**config.mk**
```make
export PLATFORM = sky130hd
export DESIGN_NAME = sleep_wakeup_table
export DESIGN_NICKNAME = d
export VERILOG_FILES = /design/src/swt_pkg.sv /design/src/swt_front.sv /design/src/swt_back.sv /design/src/sleep_wakeup_table.sv
export SDC_FILE = /design/constraint.sdc
export NUM_CORES = 1
export LEC_CHECK = 0
export BUFFER_PORTS_ARGS = -buffer_cell sky130_fd_sc_hd__buf_4
export CORE_UTILIZATION = 40
export CTS_CLUSTER_DIAMETER = 120
export DETAILED_ROUTE_END_ITERATION = 10
export PLACE_DENSITY_LB_ADDON = 0.08
export REMOVE_ABC_BUFFERS = 1
export SKIP_CTS_REPAIR_TIMING = 1
export SLEW_MARGIN = 40
export SYNTH_ARGS = -nofsm -noshare
export SYNTH_HDL_FRONTEND = slang
export SYNTH_SLANG_ARGS = --single-unit
```
**constraint.sdc**
```tcl
create_clock -name clock -period 15.9 [get_ports clock]
set_input_delay 0.795 -clock clock [delete_from_list [all_inputs] [get_ports clock]]
set_output_delay 0.795 -clock clock [all_outputs]
set_load 0.02 [all_outputs]
```
**src/swt_pkg.sv**
```systemverilog
`timescale 1ns / 1ps
`default_nettype none

package swt_pkg;

   localparam int TABLE_DEPTH_DEF = 16;
   localparam int ID_BITS_DEF     = 8;
   localparam int TICK_BITS_DEF   = 32;

   localparam logic MODE_SLEEP = 1'b0;
   localparam logic MODE_TICK  = 1'b1;

   localparam logic [1:0] KIND_ACCEPTED = 2'd0;
   localparam logic [1:0] KIND_REJECTED = 2'd1;
   localparam logic [1:0] KIND_WOKEN    = 2'd2;

   // control of the queue head as seen by the execution side
   typedef struct packed {
      logic valid;
      logic mode;
   } head_ctl_type;

endpackage

`default_nettype wire

```
**src/swt_front.sv**
```systemverilog
`timescale 1ns / 1ps
`default_nettype none

module swt_front #(
   parameter int ID_BITS   = swt_pkg::ID_BITS_DEF,
   parameter int TICK_BITS = swt_pkg::TICK_BITS_DEF
) (
   input  logic                   clock,
   input  logic                   reset,
   input  logic                   req_valid,
   output logic                   req_ready,
   input  logic                   req_mode,
   input  logic [ID_BITS-1:0]     req_thread_id,
   input  logic [TICK_BITS-1:0]   req_wake_tick,
   input  logic [TICK_BITS-1:0]   req_now_tick,
   output swt_pkg::head_ctl_type  head_ctl,
   output logic [ID_BITS-1:0]     head_id,
   output logic [TICK_BITS-1:0]   head_tick,
   input  logic                   head_pop
);
   import swt_pkg::*;

   // two-entry queue; each entry keeps only the tick its mode needs
   logic                 q_mode_ff [2];
   logic [ID_BITS-1:0]   q_id_ff   [2];
   logic [TICK_BITS-1:0] q_tick_ff [2];
   logic                 wp_ff, wp_in;
   logic                 rp_ff, rp_in;
   logic [1:0]           cnt_ff, cnt_in;
   logic                 push;
   logic                 pop;

   assign req_ready = (cnt_ff != 2'd2);
   assign push      = req_valid && req_ready;
   assign pop       = head_pop && (cnt_ff != 2'd0);

   always_comb begin
      wp_in  = push ? ~wp_ff : wp_ff;
      rp_in  = pop ? ~rp_ff : rp_ff;
      cnt_in = cnt_ff;
      if (push && !pop) begin
         cnt_in = cnt_ff + 2'd1;
      end else if (pop && !push) begin
         cnt_in = cnt_ff - 2'd1;
      end
   end

   always_ff @(posedge clock) begin
      if (reset) begin
         wp_ff  <= 1'b0;
         rp_ff  <= 1'b0;
         cnt_ff <= 2'd0;
      end else begin
         wp_ff  <= wp_in;
         rp_ff  <= rp_in;
         cnt_ff <= cnt_in;
      end
   end

   always_ff @(posedge clock) begin
      if (push) begin
         q_mode_ff[wp_ff] <= req_mode;
         q_id_ff[wp_ff]   <= req_thread_id;
         q_tick_ff[wp_ff] <= (req_mode == MODE_TICK) ? req_now_tick : req_wake_tick;
      end
   end

   assign head_ctl.valid = (cnt_ff != 2'd0);
   assign head_ctl.mode  = q_mode_ff[rp_ff];
   assign head_id        = q_id_ff[rp_ff];
   assign head_tick      = q_tick_ff[rp_ff];

endmodule

`default_nettype wire

```
**src/swt_back.sv**
```systemverilog
`timescale 1ns / 1ps
`default_nettype none

module swt_back #(
   parameter int TABLE_DEPTH = swt_pkg::TABLE_DEPTH_DEF,
   parameter int ID_BITS     = swt_pkg::ID_BITS_DEF,
   parameter int TICK_BITS   = swt_pkg::TICK_BITS_DEF
) (
   input  logic                   clock,
   input  logic                   reset,
   input  swt_pkg::head_ctl_type  head_ctl,
   input  logic [ID_BITS-1:0]     head_id,
   input  logic [TICK_BITS-1:0]   head_tick,
   output logic                   head_pop,
   output logic                   rsp_valid,
   input  logic                   rsp_ready,
   output logic [1:0]             rsp_kind,
   output logic [ID_BITS-1:0]     rsp_woken_id,
   output logic                   rsp_last
);
   import swt_pkg::*;

   localparam int CNT_W  = $clog2(TABLE_DEPTH + 1);
   localparam int ADDR_W = (TABLE_DEPTH > 1) ? $clog2(TABLE_DEPTH) : 1;

   localparam logic [CNT_W-1:0]     CNT_FULL      = CNT_W'(TABLE_DEPTH);
   localparam logic [TICK_BITS-1:0] TICK_ALL_ONES = '1;

   localparam logic [1:0] ST_IDLE = 2'd0;
   localparam logic [1:0] ST_READ = 2'd1;
   localparam logic [1:0] ST_EVAL = 2'd2;
   localparam logic [1:0] ST_DONE = 2'd3;

   logic [1:0]           state_ff, state_in;
   logic [CNT_W-1:0]     count_ff, count_in;
   logic [TICK_BITS-1:0] earliest_ff, earliest_in;
   logic [TICK_BITS-1:0] now_ff, now_in;
   logic [TICK_BITS-1:0] min_ff, min_in;
   logic [CNT_W-1:0]     rd_ff, rd_in;
   logic [CNT_W-1:0]     wr_ff, wr_in;
   logic                 pend_valid_ff, pend_valid_in;
   logic [ID_BITS-1:0]   pend_id_ff, pend_id_in;
   logic                 out_valid_ff, out_valid_in;
   logic [1:0]           out_kind_ff, out_kind_in;
   logic [ID_BITS-1:0]   out_id_ff, out_id_in;
   logic                 out_last_ff, out_last_in;

   logic [ID_BITS-1:0]   id_mem_ff   [TABLE_DEPTH];
   logic [TICK_BITS-1:0] tick_mem_ff [TABLE_DEPTH];
   logic [ID_BITS-1:0]   rd_id_ff;
   logic [TICK_BITS-1:0] rd_tick_ff;
   logic                 mem_we;
   logic [ADDR_W-1:0]    mem_waddr;
   logic [ID_BITS-1:0]   mem_wid;
   logic [TICK_BITS-1:0] mem_wtick;
   logic                 mem_re;
   logic [ADDR_W-1:0]    mem_raddr;
   logic                 out_free;

   assign out_free  = !out_valid_ff || rsp_ready;
   assign mem_raddr = rd_ff[ADDR_W-1:0];

   always_comb begin
      state_in      = state_ff;
      count_in      = count_ff;
      earliest_in   = earliest_ff;
      now_in        = now_ff;
      min_in        = min_ff;
      rd_in         = rd_ff;
      wr_in         = wr_ff;
      pend_valid_in = pend_valid_ff;
      pend_id_in    = pend_id_ff;
      out_valid_in  = out_valid_ff && !rsp_ready;
      out_kind_in   = out_kind_ff;
      out_id_in     = out_id_ff;
      out_last_in   = out_last_ff;
      head_pop      = 1'b0;
      mem_we        = 1'b0;
      mem_waddr     = wr_ff[ADDR_W-1:0];
      mem_wid       = rd_id_ff;
      mem_wtick     = rd_tick_ff;
      mem_re        = 1'b0;

      case (state_ff)
         ST_IDLE: begin
            if (head_ctl.valid) begin
               if (head_ctl.mode == MODE_SLEEP) begin
                  if (out_free) begin
                     head_pop     = 1'b1;
                     out_valid_in = 1'b1;
                     out_id_in    = head_id;
                     out_last_in  = 1'b1;
                     if (count_ff == CNT_FULL) begin
                        out_kind_in = KIND_REJECTED;
                     end else begin
                        out_kind_in = KIND_ACCEPTED;
                        mem_we      = 1'b1;
                        mem_waddr   = count_ff[ADDR_W-1:0];
                        mem_wid     = head_id;
                        mem_wtick   = head_tick;
                        count_in    = count_ff + CNT_W'(1);
                        if (head_tick < earliest_ff) begin
                           earliest_in = head_tick;
                        end
                     end
                  end
               end else begin
                  head_pop = 1'b1;
                  // drop ticks that come before the earliest wake
                  if (head_tick >= earliest_ff) begin
                     now_in   = head_tick;
                     min_in   = TICK_ALL_ONES;
                     rd_in    = '0;
                     wr_in    = '0;
                     state_in = ST_READ;
                  end
               end
            end
         end
         ST_READ: begin
            if (rd_ff == count_ff) begin
               state_in = ST_DONE;
            end else begin
               mem_re   = 1'b1;
               state_in = ST_EVAL;
            end
         end
         ST_EVAL: begin
            if (rd_tick_ff <= now_ff) begin
               // hold one woken id back so the final one can carry last
               if (!pend_valid_ff || out_free) begin
                  if (pend_valid_ff) begin
                     out_valid_in = 1'b1;
                     out_kind_in  = KIND_WOKEN;
                     out_id_in    = pend_id_ff;
                     out_last_in  = 1'b0;
                  end
                  pend_valid_in = 1'b1;
                  pend_id_in    = rd_id_ff;
                  rd_in         = rd_ff + CNT_W'(1);
                  state_in      = ST_READ;
               end
            end else begin
               // compact the survivor down to the write pointer
               mem_we = 1'b1;
               wr_in  = wr_ff + CNT_W'(1);
               rd_in  = rd_ff + CNT_W'(1);
               if (rd_tick_ff < min_ff) begin
                  min_in = rd_tick_ff;
               end
               state_in = ST_READ;
            end
         end
         ST_DONE: begin
            if (!pend_valid_ff || out_free) begin
               count_in    = wr_ff;
               earliest_in = min_ff;
               if (pend_valid_ff) begin
                  out_valid_in = 1'b1;
                  out_kind_in  = KIND_WOKEN;
                  out_id_in    = pend_id_ff;
                  out_last_in  = 1'b1;
               end
               pend_valid_in = 1'b0;
               state_in      = ST_IDLE;
            end
         end
         default: begin
            state_in = ST_IDLE;
         end
      endcase
   end

   always_ff @(posedge clock) begin
      if (reset) begin
         state_ff      <= ST_IDLE;
         count_ff      <= '0;
         earliest_ff   <= TICK_ALL_ONES;
         pend_valid_ff <= 1'b0;
         out_valid_ff  <= 1'b0;
      end else begin
         state_ff      <= state_in;
         count_ff      <= count_in;
         earliest_ff   <= earliest_in;
         pend_valid_ff <= pend_valid_in;
         out_valid_ff  <= out_valid_in;
      end
   end

   always_ff @(posedge clock) begin
      now_ff      <= now_in;
      min_ff      <= min_in;
      rd_ff       <= rd_in;
      wr_ff       <= wr_in;
      pend_id_ff  <= pend_id_in;
      out_kind_ff <= out_kind_in;
      out_id_ff   <= out_id_in;
      out_last_ff <= out_last_in;
   end

   always_ff @(posedge clock) begin
      if (mem_we) begin
         id_mem_ff[mem_waddr]   <= mem_wid;
         tick_mem_ff[mem_waddr] <= mem_wtick;
      end
      if (mem_re) begin
         rd_id_ff   <= id_mem_ff[mem_raddr];
         rd_tick_ff <= tick_mem_ff[mem_raddr];
      end
   end

   assign rsp_valid    = out_valid_ff;
   assign rsp_kind     = out_kind_ff;
   assign rsp_woken_id = out_id_ff;
   assign rsp_last     = out_last_ff;

endmodule

`default_nettype wire

```
**src/sleep_wakeup_table.sv**
```systemverilog
// Sleep table with wakeup timer.
// Request channel (req_*): req_mode 0 puts req_thread_id to sleep until
// req_wake_tick; req_mode 1 presents the current tick in req_now_tick.
// Response channel (rsp_*): one transfer per sleep request (accepted, or
// rejected when the table is full), and one woken transfer per thread due on
// a tick, oldest first, rsp_last set on the final one. A tick below the
// earliest wake tick, or one that finds nothing due, gives no transfer.
// Requests pass a two-entry queue to an execution sequencer, so new requests
// are taken while a response waits. A sleep request's response is registered
// once the sequencer takes it from the queue. A tick walks the table through
// a single-port entry memory, reading and then evaluating each stored entry,
// and stalls when a woken id must be sent while a response still waits.
// Reset empties the table, sets the earliest wake tick to all ones and drops
// queued requests. When rsp_ready is low the sequencer stalls whenever it
// must send one while another waits; the queue can then fill and drop req_ready.
`timescale 1ns / 1ps
`default_nettype none

module sleep_wakeup_table #(
   parameter int TABLE_DEPTH = swt_pkg::TABLE_DEPTH_DEF,
   parameter int ID_BITS     = swt_pkg::ID_BITS_DEF,
   parameter int TICK_BITS   = swt_pkg::TICK_BITS_DEF
) (
   input  logic                 clock,
   input  logic                 reset,
   input  logic                 req_valid,
   output logic                 req_ready,
   input  logic                 req_mode,
   input  logic [ID_BITS-1:0]   req_thread_id,
   input  logic [TICK_BITS-1:0] req_wake_tick,
   input  logic [TICK_BITS-1:0] req_now_tick,
   output logic                 rsp_valid,
   input  logic                 rsp_ready,
   output logic [1:0]           rsp_kind,
   output logic [ID_BITS-1:0]   rsp_woken_id,
   output logic                 rsp_last
);
   import swt_pkg::*;

   head_ctl_type         head_ctl;
   logic [ID_BITS-1:0]   head_id;
   logic [TICK_BITS-1:0] head_tick;
   logic                 head_pop;

   swt_front #(
      .ID_BITS   (ID_BITS),
      .TICK_BITS (TICK_BITS)
   ) u_front (
      .clock         (clock),
      .reset         (reset),
      .req_valid     (req_valid),
      .req_ready     (req_ready),
      .req_mode      (req_mode),
      .req_thread_id (req_thread_id),
      .req_wake_tick (req_wake_tick),
      .req_now_tick  (req_now_tick),
      .head_ctl      (head_ctl),
      .head_id       (head_id),
      .head_tick     (head_tick),
      .head_pop      (head_pop)
   );

   swt_back #(
      .TABLE_DEPTH (TABLE_DEPTH),
      .ID_BITS     (ID_BITS),
      .TICK_BITS   (TICK_BITS)
   ) u_back (
      .clock        (clock),
      .reset        (reset),
      .head_ctl     (head_ctl),
      .head_id      (head_id),
      .head_tick    (head_tick),
      .head_pop     (head_pop),
      .rsp_valid    (rsp_valid),
      .rsp_ready    (rsp_ready),
      .rsp_kind     (rsp_kind),
      .rsp_woken_id (rsp_woken_id),
      .rsp_last     (rsp_last)
   );

`ifndef SYNTHESIS
   a_kind_legal: assert property (@(posedge clock) disable iff (reset)
      rsp_valid |-> (rsp_kind == KIND_ACCEPTED || rsp_kind == KIND_REJECTED ||
                     rsp_kind == KIND_WOKEN))
      else $error("response kind out of range");

   a_sleep_last: assert property (@(posedge clock) disable iff (reset)
      (rsp_valid && rsp_kind != KIND_WOKEN) |-> rsp_last)
      else $error("sleep response without last");

   a_reset_idle: assert property (@(posedge clock)
      reset |=> !rsp_valid)
      else $error("response valid right after reset");
`endif

endmodule

`default_nettype wire
```
==> results of run 1 <==
-- worst paths after layout --
path | slack [ns] | endpoint | startpoint
max | 11.23 | u_back.tick_mem_ff[6][20] | u_back.rd_tick_ff[5]
min | 0.32 | u_front.q_id_ff[0][1] | req_thread_id[1]
max reg2reg | 11.23 | u_back.tick_mem_ff[6][20] | u_back.rd_tick_ff[5]
min reg2reg | 0.46 | u_back.pend_id_ff[3] | u_back.rd_id_ff[3]
-- power groups by stage --
stage,clock (mW),sequential (mW),combinational (mW)
after detailed placement,0,3.17,1.32
after global placement,0,3.19,1.26
after global routing,2.41,3.14,1.42
after CTS,2.33,3.12,1.32
after floorplan,0,3.23,0.751
final,2.28,3.12,1.30
-- flip-flops by register name (all words and copies together) (netlist names), 2 cells and up, named ones only --
| name | count |
|---|---|
| u_back.now_ff | 32 |
| u_back.pend_id_ff | 8 |
| u_back.tick_mem_ff | 512 |
| u_back.rd_tick_ff | 32 |
| u_back.rd_ff | 5 |
| u_back.earliest_ff | 32 |
| u_back.id_mem_ff | 128 |
| u_back.rsp_kind | 2 |
| u_front.q_mode_ff | 2 |
| u_front.q_tick_ff | 64 |
| u_back.count_ff | 5 |
| u_back.state_ff | 2 |
| u_front.q_id_ff | 16 |
| u_back.rsp_woken_id | 8 |
| u_back.rd_id_ff | 8 |
| u_front.cnt_ff | 2 |
| u_back.min_ff | 32 |
| u_back.wr_ff | 5 |
-- layout by cell type, fill, tap and decap left out, types with 10 or more instances in the layout --
cell / instances
buf_6: 22
clkinv_2: 18
or2_2: 32
mux2_2: 32
a21oi_1: 52
nand2_1: 67
buf_4: 145
dfxtp_1: 45
nor2_1: 108
ha_1: 100
clkinv_1: 22
clkbuf_16: 98
mux4_2: 200
a211oi_1: 38
o21ai_0: 59
inv_1: 134
nand3_1: 18
xor2_1: 10
clkbuf_1: 14
bufinv_16: 14
mux2i_1: 72
edfxtp_1: 855
nand4_1: 24
-- through the flow --
step                setup WS, ns  utilization, %  total power, mW  hold WS [ns]
finish                     11.23           46.91            6.701        0.3226
detailed placement         11.21           43.41            4.489        0.4402
global route               10.97           46.91            6.974        0.2893
floorplan                  7.915               -            3.977        0.4262
global placement           10.97           43.27            4.449        0.4321
CTS                        11.20           46.86            6.773        0.2698
-- cells by family (layout without fill, tap and decap cells) --
logic type / count (synthesis) / in the layout / synth area share, %
flops: 901 / 901 / 71.50
mux: 305 / 305 / 15.06
simple gates: 296 / 296 / 3.734
buf+inv: 233 / 481 / 2.446
compound gates: 209 / 209 / 3.542
fa+ha+maj: 100 / 100 / 3.364
xor+xnor: 15 / 15 / 0.3532
-- metal layers --
metal  up-vias  global-route usage [%]
met5         -                       0
met1     10225                   29.60
met2       409                   33.76
li1       8485                       -
met3       123                   2.550
met4         0                   4.942
-- final cells by class --
cell class / count / area, um2
multi-input combinational: 925 / 9877
clock inverter: 62 / 670.6
inverter: 136 / 510.5
tap: 1243 / 1555
fill: 7938 / 48810
clock buffer: 112 / 2505
sequential: 901 / 26600
timing repair buffer: 171 / 1409
-- worst max-delay path, delay by kind of cell (launching register included) --
kind	cells	cell delay, ns
AO/OA/AOI/OAI	3	1.77
adder cells (fa/ha/maj)	1	0.35
buffers and inverters	2	0.84
flip-flops	1	0.46
AND/OR/NAND/NOR	3	0.84
==> results.yml, run 1 <==
finish:
  diodes: 0
  area_growth_pct: 15.95
  layout.nets: 2408
  drive_gt1_share_pct: 26.40
  fin_area_mm2: 0.04313
  stdcell_count: 3550
power:
  peakVddDrop_uv: 100.3
  p_comb_share_pct: 19.4
  p_int_mw: 4.855
  pwr-share-seq_pct: 46.6
  clkPwrFrac_pct: 34.0
  switching_share_pct: 27.54
  p_switching_mw: 1.846
  power.leakage_nw: 14.97
  powerDensity_mw_per_mm2: 155.4
synthesis:
  yosys.cell_types.count: 57
  synth_edf_count: 855
  synth_area_per_cell_um2: 18.06
  yosysSeqAreaShare_pct: 71.50
  synth_top_area_cell: "edfxtp_1"
  synth_most_common_cell: "edfxtp_1"
  synthesis.instances: 2059
  synth_area_mm2: 0.03719
  netlist_top_cells_area: "edfxtp_1 69%, mux4_2 12%, ha_1 3.4%, dfxtp_1 2.5%, mux2i_1 1.9%"
  synthTopCellsByCount: "855 x edfxtp_1, 200 x mux4_2, 135 x inv_1, 114 x nor2_1, 100 x ha_1"
  ys_async_sr_fraction_pct: 0
  ys.flop_type: "edfxtp_1"
  ys_ff_latch: 901
  synth_top_area_share_pct: 69.03
  yosysWarnings: 0
timing:
  relSlewSlack_pct: 43.78
  setup_viol_count_final: 0
  fin_crit_ns: 4.674
  max_freq_mhz: 214.0
  tns_ns: 0
  min_period_over_period_pct: 29.39
  finalClockSkew_ns: 0.03342
  max_slew.worst_pin.slew_ns: 0.8415
  hold_viol: 0
  rsz0062_at_grt: "false"
  slew_viol_final: 0
clock_network:
  h-tree-depth: 3
  cts_buffer_depth: 3
  clk_latency_ns: 0.66
  root_buffer: "clkbuf_16"
  tritoncts.num_buffers: 96
  clk_pin_slew_ns: 0.06
  cts_tree: "done"
  clock_sinks: 901
routing:
  drtPass1Iterations: 6
  drc_errors: 0
  m1WireLength_um: 43900
  wl_met3_um: 3577
  viasPerCell: 5.420
  finalWirelength_um: 95390
  drt_iter0_markers: 1619
  via_count: 19242
  route.met2.wl_um: 46370
  postRouteAntennaNets: 0
  routedWlPerCell_um: 26.87
  topRoutingLayerUsed: "met4"
worst_setup_path:
  endpoint_kind: "flop"
  path_max_fanout: 27
  path_common_cell: "buf_4"
  path_class: "reg -> reg"
  arrival_ns: 4.95
  cpPeakStageDelay_ns: 0.82
  worst_path_max_delay_cell: "a21oi_4"
  path_cells: "ha_1 > nand4_1 > a2111oi_1 > o311ai_1 > buf_4 > nand2_1 > nand4b_1 > a21oi_4 > buf_4"
  crit_required_ns: 16.18
  crit_path_start_kind: "flop"
  reg2regPathDepth: 9
place:
  io_buffer_count: 89
  place_inst: 3374
  place.gp.congestion: 0.8061
  hpwl_um: 53090
  placed_area_mm2: 0.03991
floorplanning:
  die_area_mm2: 0.09421
  ios: 90
  die_w_um: 306.9
  coreArea_mm2: 0.09194
  chipHeight_um: 306.9
  placementRows: 111
  initial_utilization_pct: 40.45
min_path:
  min_path_cells: 1
  min_path_type: "in -> reg"
flow_run:
  maxCapViolations: 0
grt:
  antenna_found_initial: 2
  grt_pass1_wl_um: 139800
  grt_pass1_vias: 20068
  grt_max_degree: 80
  track_usage_pct: 20.68
  gr-total-overflow: 0
outcome:
  status: "completed"
Power figures use the tool's default switching activity.
==> inputs of run 2 (changes only) <==
==> constraint.sdc (replaced) <==
create_clock -name clock -period 4.8 [get_ports clock]
set_input_delay 0.24 -clock clock [delete_from_list [all_inputs] [get_ports clock]]
set_output_delay 0.24 -clock clock [all_outputs]
set_load 0.02 [all_outputs]
==> results.yml, run 2 (synthesized netlist as in run 1, its figures left out) <==
outcome:
  status: "completed"
clock_network:
  cts_buffer_depth: 3
  clk_pin_slew_ns: 0.05
  tritoncts.num_buffers: 98
  clk_latency_ns: 0.66
  cts_tree: "done"
  clock_sinks: 901
  h-tree-depth: 3
  root_buffer: "clkbuf_16"
finish:
  final_common_cell: "edfxtp_1"
  drive_gt1_share_pct: 26.72
  utilization_pct: 47.96
  nFillCells: 7896
  layout.nets: 2506
  reg.largest.list: "u_back.tick_mem_ff (512), u_back.id_mem_ff (128), u_front.q_tick_ff (64)"
  largest_reg_flops: 512
  top_register: "u_back.tick_mem_ff"
  stdcell_count: 3649
  final_cell_mix: "855 x edfxtp_1, 200 x mux4_2, 179 x buf_4"
  diodes: 0
  area_growth_pct: 18.56
worst_setup_path:
  arrival_ns: 4.93
  cpPeakStageDelay_ns: 0.68
  path_cells: "mux2i_1 > inv_1 > ha_1 > nand4_1 > nor4_1 > buf_4 > and2_1 > o41ai_2 > a31o_2 > or2_2 > a221oi_4 > buf_12"
  path_class: "reg -> reg"
  path_max_fanout: 27
  crit_required_ns: 5.13
  worst_path_max_delay_cell: "dfxtp_4"
  crit_path_start_kind: "flop"
  path_delay_family: "simple AND/OR/NAND/NOR gates"
  endpoint_kind: "flop"
  path_buf_inv: 3
timing:
  holdWs_ns: 0.009859
  fin_crit_ns: 4.597
  relSlewSlack_pct: 45.58
  hold_viol: 0
  setup_viol_count_final: 0
  min_period_over_period_pct: 95.77
  max_freq_mhz: 217.5
  slew_viol_final: 0
  rsz0062_at_grt: "false"
  finalClockSkew_ns: 0.02720
  max_slew.worst_pin.slew_ns: 0.8035
routing:
  viasPerCell: 5.394
  drtPass1Iterations: 6
  drc_errors: 0
  routedWlPerCell_um: 26.49
  finalWirelength_um: 96670
  via_count: 19682
  drt_iter0_markers: 1451
  postRouteAntennaNets: 0
place:
  io_buffer_count: 89
  place.gp.congestion: 0.8440
  hpwl_um: 58490
  place_inst: 3406
min_path:
  min_path_type: "in -> reg"
flow_run:
  maxCapViolations: 0
grt:
  gr-total-overflow: 0
  track_usage_pct: 20.74
  grt_pass1_vias: 20350
  grt_pass1_wl_um: 140800
  antenna_found_initial: 1
  grt_max_degree: 82
floorplanning:
  placementRows: 111
  initial_utilization_pct: 40.45
  die_area_mm2: 0.09421
  ios: 90
  chipHeight_um: 306.9
  coreArea_mm2: 0.09194
  die_w_um: 306.9
power:
  power.leakage_nw: 15.43
  peakVddDrop_uv: 357.0
  powerDensity_mw_per_mm2: 504.0
run 2: cell types whose count changed in the layout (fill, tap and decap cells not counted), sizes merged:
| cell | change |
|---|---|
| dlygate4sd3 | +64 |
| buf | +33 |
| clkbuf | +10 |
| bufinv | -6 |
| clkinv | -6 |
| inv | +3 |
| clkinvlp | +1 |
run 2: final timing paths:
check	from	end	slack [ns]	cells after the start
setup / recovery	flop	u_back.min_ff[5]	0.20	12
hold / removal	req_wake_tick[13]	u_front.q_tick_ff[0][13]	0.01	2
setup reg to reg	flop	u_back.min_ff[5]	0.20	12
hold reg to reg	u_back.rd_id_ff[2]	u_back.pend_id_ff[2]	0.44	0
run 2: cell type report:
cell class | instances | area [um2] | share of cell area, %
sequential | 901 | 26600 | 60.32
tap | 1243 | 1555 | 3.527
multi-input combinational | 925 | 9872 | 22.39
clock inverter | 54 | 505.5 | 1.146
inverter | 136 | 510.5 | 1.158
clock buffer | 123 | 2629 | 5.961
timing repair buffer | 267 | 2427 | 5.504
run 2: report_power, final:
group | total, mW | switching [mW] | leakage, nW | internal (mW)
combinational | 4.51 | 2.85 | 5.82 | 1.66
clock | 7.37 | 3.06 | 1.53 | 4.30
sequential | 10.4 | 0.291 | 8.08 | 10.1
total | 22.2 | 6.20 | 15.4 | 16.0
run 2: routing by layer:
metal / GRT usage (%) / vias up / share of wire (%)
met2: 34.78 / 426 / 50
li1: - / 8693 / -
met4: 5.198 / 0 / 1.7
met3: 2.584 / 115 / 3.6
met1: 28.74 / 10448 / 45
met5: 0 / - / 0
run 2: metrics by stage:
step / cell area [um2] / power, mW / worst slack (ns) / TNS (ns)
after CTS: 43430 / 22.43 / 0.01277 / 0
after detailed placement: 40300 / 15.02 / 0.02851 / 0
after global placement: 40220 / 14.92 / 0.05565 / 0
after global routing: 44100 / 23.15 / 0.03001 / 0
after floorplan: 36800 / 13.17 / -3.185 / -732.88
final: 44100 / 22.23 / 0.2031 / 0
